--- src/hdl/itrd_pkg.sv ---
`timescale 1ns / 1ps
`default_nettype none

package itrd_pkg;

  localparam int unsigned ValueW = 64;   // input word width
  localparam int unsigned RadixW = 6;    // radix register and digit value width
  localparam int unsigned CharW = 7;     // ASCII code width
  localparam int unsigned CharBusW = 8;  // output tdata, padded to a byte

  localparam int unsigned DefNumberWidth = 64;

  localparam logic [RadixW-1:0] RadixReset = RadixW'(10);
  localparam logic [RadixW-1:0] MinBase = RadixW'(2);
  localparam logic [RadixW-1:0] MaxBase = RadixW'(62);

  localparam logic [CharW-1:0] CharZero = CharW'(48);
  localparam logic [CharW-1:0] LowerOffset = CharW'(87);
  localparam logic [CharW-1:0] UpperOffset = CharW'(29);
  localparam logic [RadixW-1:0] LastDecimal = RadixW'(9);
  localparam logic [RadixW-1:0] LastLower = RadixW'(35);

  // 0-9 -> '0'-'9', 10-35 -> 'a'-'z', 36-61 -> 'A'-'Z'
  function automatic logic [CharW-1:0] digit_to_ascii(logic [RadixW-1:0] d);
    logic [CharW-1:0] dx;
    dx = CharW'(d);
    if (d <= LastDecimal) begin
      return dx + CharZero;
    end else if (d <= LastLower) begin
      return dx + LowerOffset;
    end else begin
      return dx + UpperOffset;
    end
  endfunction

endpackage

`default_nettype wire

--- src/hdl/integer_to_radix_digits_top.sv ---
`timescale 1ns / 1ps
`default_nettype none

// Radix digit emitter: takes one unsigned NUMBER_WIDTH-bit word (upper bits of
// the 64-bit input are ignored) and sends its digits in the base held in the
// radix register (2..62; 0 and 1 act as 2, 63 acts as 62) as ASCII words, most
// significant first, without leading zeros; zero gives a single '0'. tlast
// marks the final digit. The block takes one number at a time. It first walks
// up the powers of the base with one shared 64x6 multiplier, storing each
// power in a small internal memory (P powers fit, P = 64 for base 2). It then
// walks back down that memory and finds each digit by a 6-step restoring
// division of the remainder by the power: a memory read, then six divide steps
// per power, then for each digit after the leading zeros a word that is held
// until the sink takes it. Write the radix only while the block is idle.
module integer_to_radix_digits_top #(
  parameter int unsigned NUMBER_WIDTH = itrd_pkg::DefNumberWidth
) (
  input  wire logic                          clk_i,
  input  wire logic                          rst_ni,
  // radix register
  input  wire logic                          cfg_we_i,
  input  wire logic [itrd_pkg::RadixW-1:0]   cfg_wdata_i,
  // number in
  input  wire logic                          s_axis_tvalid_i,
  output      logic                          s_axis_tready_o,
  input  wire logic [itrd_pkg::ValueW-1:0]   s_axis_tdata_i,   // [63:0] value
  // digits out
  output      logic                          m_axis_tvalid_o,
  input  wire logic                          m_axis_tready_i,
  output      logic [itrd_pkg::CharBusW-1:0] m_axis_tdata_o,   // [6:0] digit_char, [7] zero
  output      logic                          m_axis_tlast_o
);

  import itrd_pkg::*;

  localparam int unsigned W = NUMBER_WIDTH;
  localparam int unsigned IdxW = $clog2(NUMBER_WIDTH);
  localparam int unsigned ProdW = W + RadixW;
  localparam int unsigned BitW = $clog2(RadixW);

  typedef enum logic [4:0] {
    StIdle = 5'b00001,
    StFind = 5'b00010,
    StLoad = 5'b00100,
    StDiv  = 5'b01000,
    StEmit = 5'b10000
  } state_e;

  state_e             state_q, state_d;
  logic [RadixW-1:0]  radix_q;
  logic [IdxW-1:0]    idx_q, idx_d;       // current power index
  logic [BitW-1:0]    bit_q, bit_d;       // quotient bit being tried
  logic               started_q, started_d;
  logic               last_q, last_d;

  logic [W-1:0]       pow_q, pow_d;       // power under construction
  logic [W-1:0]       rem_q, rem_d;       // remainder
  logic [RadixW-1:0]  quo_q, quo_d;       // partial digit
  logic [CharW-1:0]   char_q, char_d;
  logic [W-1:0]       rd_q;               // registered memory read

  // Powers of the base, index 0 = 1.
  logic [W-1:0]       pow_mem [NUMBER_WIDTH];

  logic [RadixW-1:0]  base;
  logic [ProdW-1:0]   prod;
  logic               fits;
  logic [ProdW-1:0]   trial;
  logic               ge;
  logic [RadixW-1:0]  digit;
  logic               emit_now;

  always_comb begin
    if (radix_q < MinBase) begin
      base = MinBase;
    end else if (radix_q > MaxBase) begin
      base = MaxBase;
    end else begin
      base = radix_q;
    end
  end

  // shared multiplier for the upward power walk
  assign prod = ProdW'(pow_q) * ProdW'(base);
  assign fits = (prod[ProdW-1:W] == '0);

  // one restoring-division step
  assign trial = ProdW'(rd_q) << bit_q;
  assign ge = (ProdW'(rem_q) >= trial);
  assign digit = quo_q | (ge ? (RadixW'(1) << bit_q) : '0);
  assign emit_now = started_q || (digit != '0) || (idx_q == '0);

  always_comb begin
    state_d = state_q;
    idx_d = idx_q;
    bit_d = bit_q;
    started_d = started_q;
    last_d = last_q;
    pow_d = pow_q;
    rem_d = rem_q;
    quo_d = quo_q;
    char_d = char_q;
    case (state_q)
      StIdle: begin
        if (s_axis_tvalid_i) begin
          pow_d = W'(1);
          idx_d = '0;
          rem_d = s_axis_tdata_i[W-1:0];
          started_d = 1'b0;
          state_d = StFind;
        end
      end
      StFind: begin
        if (fits) begin
          pow_d = prod[W-1:0];
          idx_d = idx_q + IdxW'(1);
        end else begin
          state_d = StLoad;
        end
      end
      StLoad: begin
        bit_d = BitW'(RadixW - 1);
        quo_d = '0;
        state_d = StDiv;
      end
      StDiv: begin
        if (ge) begin
          rem_d = rem_q - trial[W-1:0];
        end
        quo_d = digit;
        if (bit_q == '0) begin
          started_d = started_q | (digit != '0);
          if (emit_now) begin
            char_d = digit_to_ascii(digit);
            last_d = (idx_q == '0);
            state_d = StEmit;
          end else begin
            idx_d = idx_q - IdxW'(1);
            state_d = StLoad;
          end
        end else begin
          bit_d = bit_q - BitW'(1);
        end
      end
      StEmit: begin
        if (m_axis_tready_i) begin
          if (last_q) begin
            state_d = StIdle;
          end else begin
            idx_d = idx_q - IdxW'(1);
            state_d = StLoad;
          end
        end
      end
      default: begin
        state_d = StIdle;
      end
    endcase
  end

  always_ff @(posedge clk_i or negedge rst_ni) begin
    if (!rst_ni) begin
      state_q <= StIdle;
      radix_q <= RadixReset;
      idx_q <= '0;
      bit_q <= '0;
      started_q <= 1'b0;
      last_q <= 1'b0;
    end else begin
      state_q <= state_d;
      idx_q <= idx_d;
      bit_q <= bit_d;
      started_q <= started_d;
      last_q <= last_d;
      if (cfg_we_i) begin
        radix_q <= cfg_wdata_i;
      end
    end
  end

  always_ff @(posedge clk_i) begin
    pow_q <= pow_d;
    rem_q <= rem_d;
    quo_q <= quo_d;
    char_q <= char_d;
  end

  // power memory: one write port, one registered read port
  always_ff @(posedge clk_i) begin
    if (state_q == StFind) begin
      pow_mem[idx_q] <= pow_q;
    end
    rd_q <= pow_mem[idx_q];
  end

  assign s_axis_tready_o = (state_q == StIdle);
  assign m_axis_tvalid_o = (state_q == StEmit);
  assign m_axis_tdata_o = {1'b0, char_q};
  assign m_axis_tlast_o = last_q;

  // digit words are always legal base-62 characters
  assert property (@(posedge clk_i) disable iff (!rst_ni)
    m_axis_tvalid_o |-> ((char_q >= CharW'(48) && char_q <= CharW'(57)) ||
                         (char_q >= CharW'(97) && char_q <= CharW'(122)) ||
                         (char_q >= CharW'(65) && char_q <= CharW'(90))))
    else $error("digit word outside the base-62 alphabet");

  // never take a number while a digit is on offer
  assert property (@(posedge clk_i) disable iff (!rst_ni)
    !(s_axis_tready_o && m_axis_tvalid_o))
    else $error("input ready while a digit is pending");

  // a digit without tlast means more digits follow: stay busy
  assert property (@(posedge clk_i) disable iff (!rst_ni)
    (m_axis_tvalid_o && m_axis_tready_i && !m_axis_tlast_o) |=> !s_axis_tready_o)
    else $error("returned to idle before the final digit");

  // an accepted number always starts the power walk
  assert property (@(posedge clk_i) disable iff (!rst_ni)
    (s_axis_tvalid_i && s_axis_tready_o) |=> (state_q == StFind && pow_q == W'(1)))
    else $error("power walk did not start at one");

endmodule

`default_nettype wire

--- config.mk ---
export PLATFORM = sky130hd
export DESIGN_NAME = integer_to_radix_digits_top
export DESIGN_NICKNAME = d
export VERILOG_FILES = /design/src/hdl/itrd_pkg.sv /design/src/hdl/integer_to_radix_digits_top.sv
export SDC_FILE = /design/constraint.sdc
export NUM_CORES = 2
export LEC_CHECK = 0
export ABC_CLOCK_PERIOD_IN_PS = 8000
export BUFFER_PORTS_ARGS = -buffer_cell sky130_fd_sc_hd__buf_2
export CAP_MARGIN = 15
export CORE_ASPECT_RATIO = 1.25
export CORE_MARGIN = 5
export CORE_UTILIZATION = 24
export DETAILED_ROUTE_END_ITERATION = 7
export MAX_ROUTING_LAYER = met4
export PLACE_DENSITY = 0.39
export SYNTH_ARGS = -nofsm -noshare
export SYNTH_HDL_FRONTEND = slang
export SYNTH_SLANG_ARGS = --single-unit
--- constraint.sdc ---
create_clock -name clk_i -period 8 [get_ports clk_i]
set_clock_uncertainty 0.05 [all_clocks]
set_input_delay 2.4 -clock clk_i [delete_from_list [all_inputs] [get_ports clk_i]]
set_output_delay 2.4 -clock clk_i [all_outputs]
set_load 0.05 [all_outputs]
# --- Yosys cells after proc, flatten, opt, wreduce, memory -nomap -nowiden ---
# Memories as Yosys holds them, arrays and structs flattened. A register that Yosys moved wholly into a read port is not among the register bits.
# Cells that the tools add are included.
totals:
  romBits: 0
  ff_bits: 163
  in_bits: 75
  mem_count: 1
  latchBits: 0
  mem_bits_rw: 4096
mem_list:
  columns: ["name", "words", "width", "read_ports", "rd_ports_with_merged_regs", "wr", "line_no", "source"]
  rows:
  - ["pow_mem", 64, 64, 1, 1, 1, "integer_to_radix_digits_top.sv:63", "logic [W-1:0] pow_mem [NUMBER_WIDTH];"]
op_classes:
  multipliers: 1
  n_reduce_logical: 17
  magnitude_cmp: 5
  muxes: 33
  n_div: 0
  n_eq_ne: 14
  add_sub_neg: 7
  shift: 2
  bitwise: 2
op_table:
  columns: ["op", "n"]
  rows:
  - ["$mux 64", 4]
  - ["$pmux 64 s2", 2]
  - ["$ge 64x70->1", 1]
  - ["$mul 64x6->70", 1]
  - ["$shl 64x3->70", 1]
  - ["$sub 64x64->64", 1]
  - ["$mux 6", 9]
  - ["$mux 5", 5]
  - ["$pmux 5 s5", 1]
  - ["$pmux 6 s4", 1]
  - ["$ne 2x2->1 const B", 8]
  - ["$mux 7", 2]
  - ["$logic_not 6->1", 2]
  - ["$pmux 6 s2", 1]
  - ["$reduce_and 3->1", 4]
  - ["$add 6x5->7 const B", 1]
  - ["$add 6x6->7 const B", 1]
  - ["$add 6x7->7 const B", 1]
  - ["$reduce_and 7->1", 1]
  - ["$add 6x1->6 const B", 1]
  - ["$gt 6x6->1 const B", 1]
  - ["$le 6x4->1 const B", 1]
  - ["$le 6x6->1 const B", 1]
  - ["$lt 6x2->1 const B", 1]
  - ["22 further kinds", 29]

# --- Depth between registers and ports, before layout ---
logic_depth:
  depth_word: 10
  ltp_mapped: 29
  depth_no_buf: 25

# --- Worst setup path before layout ---
# OpenSTA, ideal clock, no wires.
synth_path:
  path_kind: "reg2reg"
  start: "register radix_q[2]"
  end: "register pow_q[0] (enable)"
  synth_period_minus_slack_ps: 7200
  setup_slack_ps: 800
  arrival_time_ps: 6726
  stages_incl_launch_ff: 23
  setup_time_ps: 424
  path_cell_list: "dfrtp_1 o41ai_1 clkbuf_1 clkbuf_1 and2_1 fa_1 fa_1 inv_1 fa_1 inv_1 ha_1 clkbuf_1 nand4_1 or3_1 or3_1 o22ai_1 nor4_1 nand2_1 a31oi_1 xnor2_1 nor4b_4 nand2_1 nand2_1"
synth_via:
  elab_chain_cells: 7
  elab_cells_between_ends: 8
synth_lines:
  columns: ["element", "line_no", "source"]
  rows:
  - ["start: declaration", "integer_to_radix_digits_top.sv:50", "logic [RadixW-1:0] radix_q;"]
  - ["start signal: assignment", "integer_to_radix_digits_top.sv:164", "radix_q <= RadixReset;"]
  - ["start signal: assignment", "integer_to_radix_digits_top.sv:176", "radix_q <= cfg_wdata_i;"]
  - ["$gt 6x6->1", "integer_to_radix_digits_top.sv:76", "end else if (radix_q > MaxBase) begin"]
  - ["$mux 6", "integer_to_radix_digits_top.sv:76", null]
  - ["$mux 6 *", "integer_to_radix_digits_top.sv:74", "if (radix_q < MinBase) begin"]
  - ["$mul 64x6->70 *", "integer_to_radix_digits_top.sv:84", "assign prod = ProdW'(pow_q) * ProdW'(base);"]
  - ["$logic_not 6->1 *", "integer_to_radix_digits_top.sv:85", "assign fits = (prod[ProdW-1:W] == '0);"]
  - ["$ne 2x2->1 (no line) *", null, null]
  - ["$reduce_and 3->1 (no line) *", null, null]
  - ["end signal: assignment", "integer_to_radix_digits_top.sv:182", "pow_q <= pow_d;"]
  - ["end: declaration", "integer_to_radix_digits_top.sv:56", "logic [W-1:0] pow_q, pow_d;"]
# Every way passes the cells marked *; elsewhere a longest branch is shown, timed or not.
# A chain may end at the register's enable or synchronous reset.

# --- Worst setup path after layout ---
layout_path:
  start: "register radix_q[2]"
  end: "register pow_q[52] (enable)"
# Same word-level chain as after synthesis.

==> results.cfg <==
[status]
outcome = completed

[finish]
drive_above_1_share_pct = 11.8
fin_nets = 11200
multi_input_area_sq_mm = 0.0411
seqCellArea_sq_mm = 0.129
synthToLayoutAreaGrowth_pct = 16.2
fill_cells = 72400

[synth]
synth_warnings = 0
syn-num-nets = 11000
syn_inst = 10500
synth-main-ff-cell = edfxtp_1
syn_area_sq_mm = 0.173
async_flop_share_pct = 0.509
ys_seq_area_share_pct = 74.5
ys_types = 91
ys_seq_elements = 4323
synth.avg_cell_area_sq_um = 16.5
synth_edf_count = 4237

[placed_design]
port_buffers = 84
place_ws_ns = 0.579
place_congestion = 0.840
hpwlAfterDp_mm = 381

[clocking]
cts_inserted_buffers = 425
cts_sinks = 4323
htreeDepth = 5
clk_path_buf_depth = 4
clkTransAtPathRegs_ns = 0.06
root_buffer = clkbuf_16
insertion_delay_ns = 1.06
cts_setup_buffers = 0
cts_hold_buf = 0
cts_resized = 0
tritoncts = done

[die]
die_area_sq_mm = 0.739
die_h_um = 960
fp.dieW_um = 770
initial_utilization_pct = 24.0
core_sq_mm = 0.721
io_pins = 86
rows = 349

[flow_run]
maxCapViolCount = 0

[route]
vias = 105000
drtIter0Drc = 11700
route.detailed.drc = 0
drt-total-wl_mm = 690
dr.pass1.iters = 8
routed_via_density = 5.06
antenna_left = 0
avgRoutedWirePerCell_um = 33.2

[timing]
slew_headroom_pct = 8.79
whs_ns = 0.496
drv_slew = 0
final-setup-viol-count = 0
fin_ws_ns = 0.579
clock.fmax_mhz = 135
period_minus_slack_ns = 7.42
hold_viol_final = 0
timing_worst_slew_pin_value_ns = 1.37
setup-tns-final_ns = 0
fin_crit_sh_pct = 92.8
rsz0062_at_grt = false

[global_route]
grt_pass1_vias = 107000
grt_pass1_wl_mm = 932
antenna_found_initial = 45
track_usage_pct = 18.5
grt-ovfl-total = 0
grt_max_degree = 96

[critical_path]
start_kind = register
cp-end-kind = register
cp_common_cell = fa_1
cp.arrival_ns = 8.05
worstPathCellList = o41ai_2 > a21boi_4 > buf_12 > and2_1 > fa_1 > fa_1 > inv_1 > fa_1 > inv_1 > ha_1 > and2_1 > and3_1 > nand3_1 > nor2_1 > a2111oi_0 > o21ai_1 > a31oi_1 > xnor2_1 > nor4b_4 > nand2_1 > nand2_4 > buf_4
cpPeakStageDelay_ns = 0.66
crit_slowest_cell = a2111oi_0
worstPathMaxFanout = 64
crit_type = reg -> reg
critPathRequiredTime_ns = 8.63

[power]
power_density_mw_per_mm2 = 377
design_power_total_mw = 76.0
ir_drop_uv = 316
p_leak_nw = 63.2

[min_path]
hold_class = reg -> reg
==> metal layers <==
| metal | wire [um] | GRT usage (%) | vias up |
|---|---|---|---|
| li1 | - | - | 43200 |
| met1 | 285000 | 23.2 | 56900 |
| met2 | 349000 | 32.0 | 4229 |
| met3 | 38100 | 2.04 | 894 |
| met4 | 18700 | 4.58 | 0 |
| met5 | 0 | - | - |
==> critical path, delay by kind of cell, from the launching register on <==
kind	cells	cell delay, ns
AO/OA/AOI/OAI	5	2.14
adder cells (fa/ha/maj)	4	1.94
AND/OR/NAND/NOR	8	1.59
buffers and inverters	4	0.67
flip-flops	1	0.42
XOR/XNOR	1	0.13
==> cell usage after synthesis, types with 148 or more instances <==
| cell type | n | area, sq um |
|---|---|---|
| a21oi_1 | 287 | 1440 |
| a221oi_1 | 287 | 2510 |
| a22o_1 | 286 | 2500 |
| a22oi_1 | 1481 | 11100 |
| a31oi_1 | 279 | 1750 |
| a41oi_1 | 156 | 1370 |
| and2_1 | 384 | 2400 |
| clkbuf_1 | 553 | 2080 |
| edfxtp_1 | 4237 | 127000 |
| fa_1 | 252 | 5040 |
| ha_1 | 156 | 1950 |
| inv_1 | 325 | 1220 |
| nand2_1 | 265 | 995 |
| nor2_1 | 236 | 886 |
| o21ai_0 | 148 | 741 |
==> cell usage in the layout, fill, tap and decap left out, types with 19 or more instances in the layout <==
master      count
a21o_1         58
a21oi_1       287
a221oi_1      287
a22o_1        286
a22oi_1      1481
a31oi_1       279
a41oi_1       156
and2_1        382
and3_1         21
buf_12         46
buf_2          84
buf_4         364
bufinv_16      36
clkbuf_1       58
clkbuf_16     435
clkinv_1      116
clkinv_2       86
clkinvlp_4     20
dfxtp_1        64
diode_2        29
edfxtp_1     4237
fa_1          252
ha_1          156
inv_1         324
mux2i_1        71
mux4_2         50
nand2_1       260
nand2b_1       24
nand3_1        95
nand4_1       120
nor2_1        171
nor2_4         64
nor3_1         38
nor4_1         88
o211ai_1       19
o21ai_0       148
xnor2_1        69
xor2_1         54
==> kinds of logic after synthesis <==
kind of cell	share of synthesized area (%)
DFF	74.5
AOI/OAI and AO/OA	13.5
and+or+nand+nor	4.08
buffers and inverters	2.16
adders and majority gates	4.04
muxes	1.14
xor gates and xnor gates	0.622
other	0.00216
==> sequential cells by signal, indices dropped and copies added, names as in the netlist <==
| name | count |
|---|---|
| radix_q | 6 |
| pow_q | 64 |
| rd_q | 64 |
| char_q | 7 |
| idx_q | 6 |
| started_q | 1 |
| bit_q | 3 |
| pow_mem | 4096 |
| state_q | 5 |
| quo_q | 6 |
| m_axis_tlast_o | 1 |
| rem_q | 64 |
==> per-stage QoR <==
step	util [%]	std cells	instance area, sq um
2_1_floorplan	-	10500	173000
3_3_place_gp	26.0	20000	188000
3_5_place_dp	26.0	20000	188000
4_1_cts	27.9	20800	201000
5_1_grt	27.9	20800	201000
6_report	27.9	20800	201000
==> worst paths after layout <==
check | startpoint | end | slack [ns] | cells past startpoint
max in group asynchronous | rst_ni | bit_q[0] | 5.66 | 2
worst min register to register | radix_q[0] | radix_q[0] | 0.50 | 1
min in group asynchronous | rst_ni | bit_q[1] | 1.52 | 2
worst max-delay path | radix_q[2] | pow_q[52] | 0.58 | 22
worst min-delay path | radix_q[0] | radix_q[0] | 0.50 | 1
worst max register to register | radix_q[2] | pow_q[52] | 0.58 | 22
==> power by group <==
| group | leakage, nW | internal [mW] | switching, mW |
|---|---|---|---|
| registers | 39.1 | 28.2 | 0.807 |
| logic | 17.4 | 8.76 | 18.0 |
| clock network | 6.73 | 11.2 | 9.02 |
| total | 63.2 | 48.2 | 27.8 |
==> layout make-up <==
type | count | area share, %
Antenna cell | 29 | 0.0360
Inverter | 326 | 0.608
Tap cell | 9652 | 6.00
Timing Repair Buffer | 495 | 2.03
Multi-Input combinational cell | 5172 | 20.4
Clock inverter | 295 | 1.30
Clock buffer | 498 | 5.55
Sequential cell | 4323 | 64.1
Note: power is estimated with default switching activity, not from simulation.
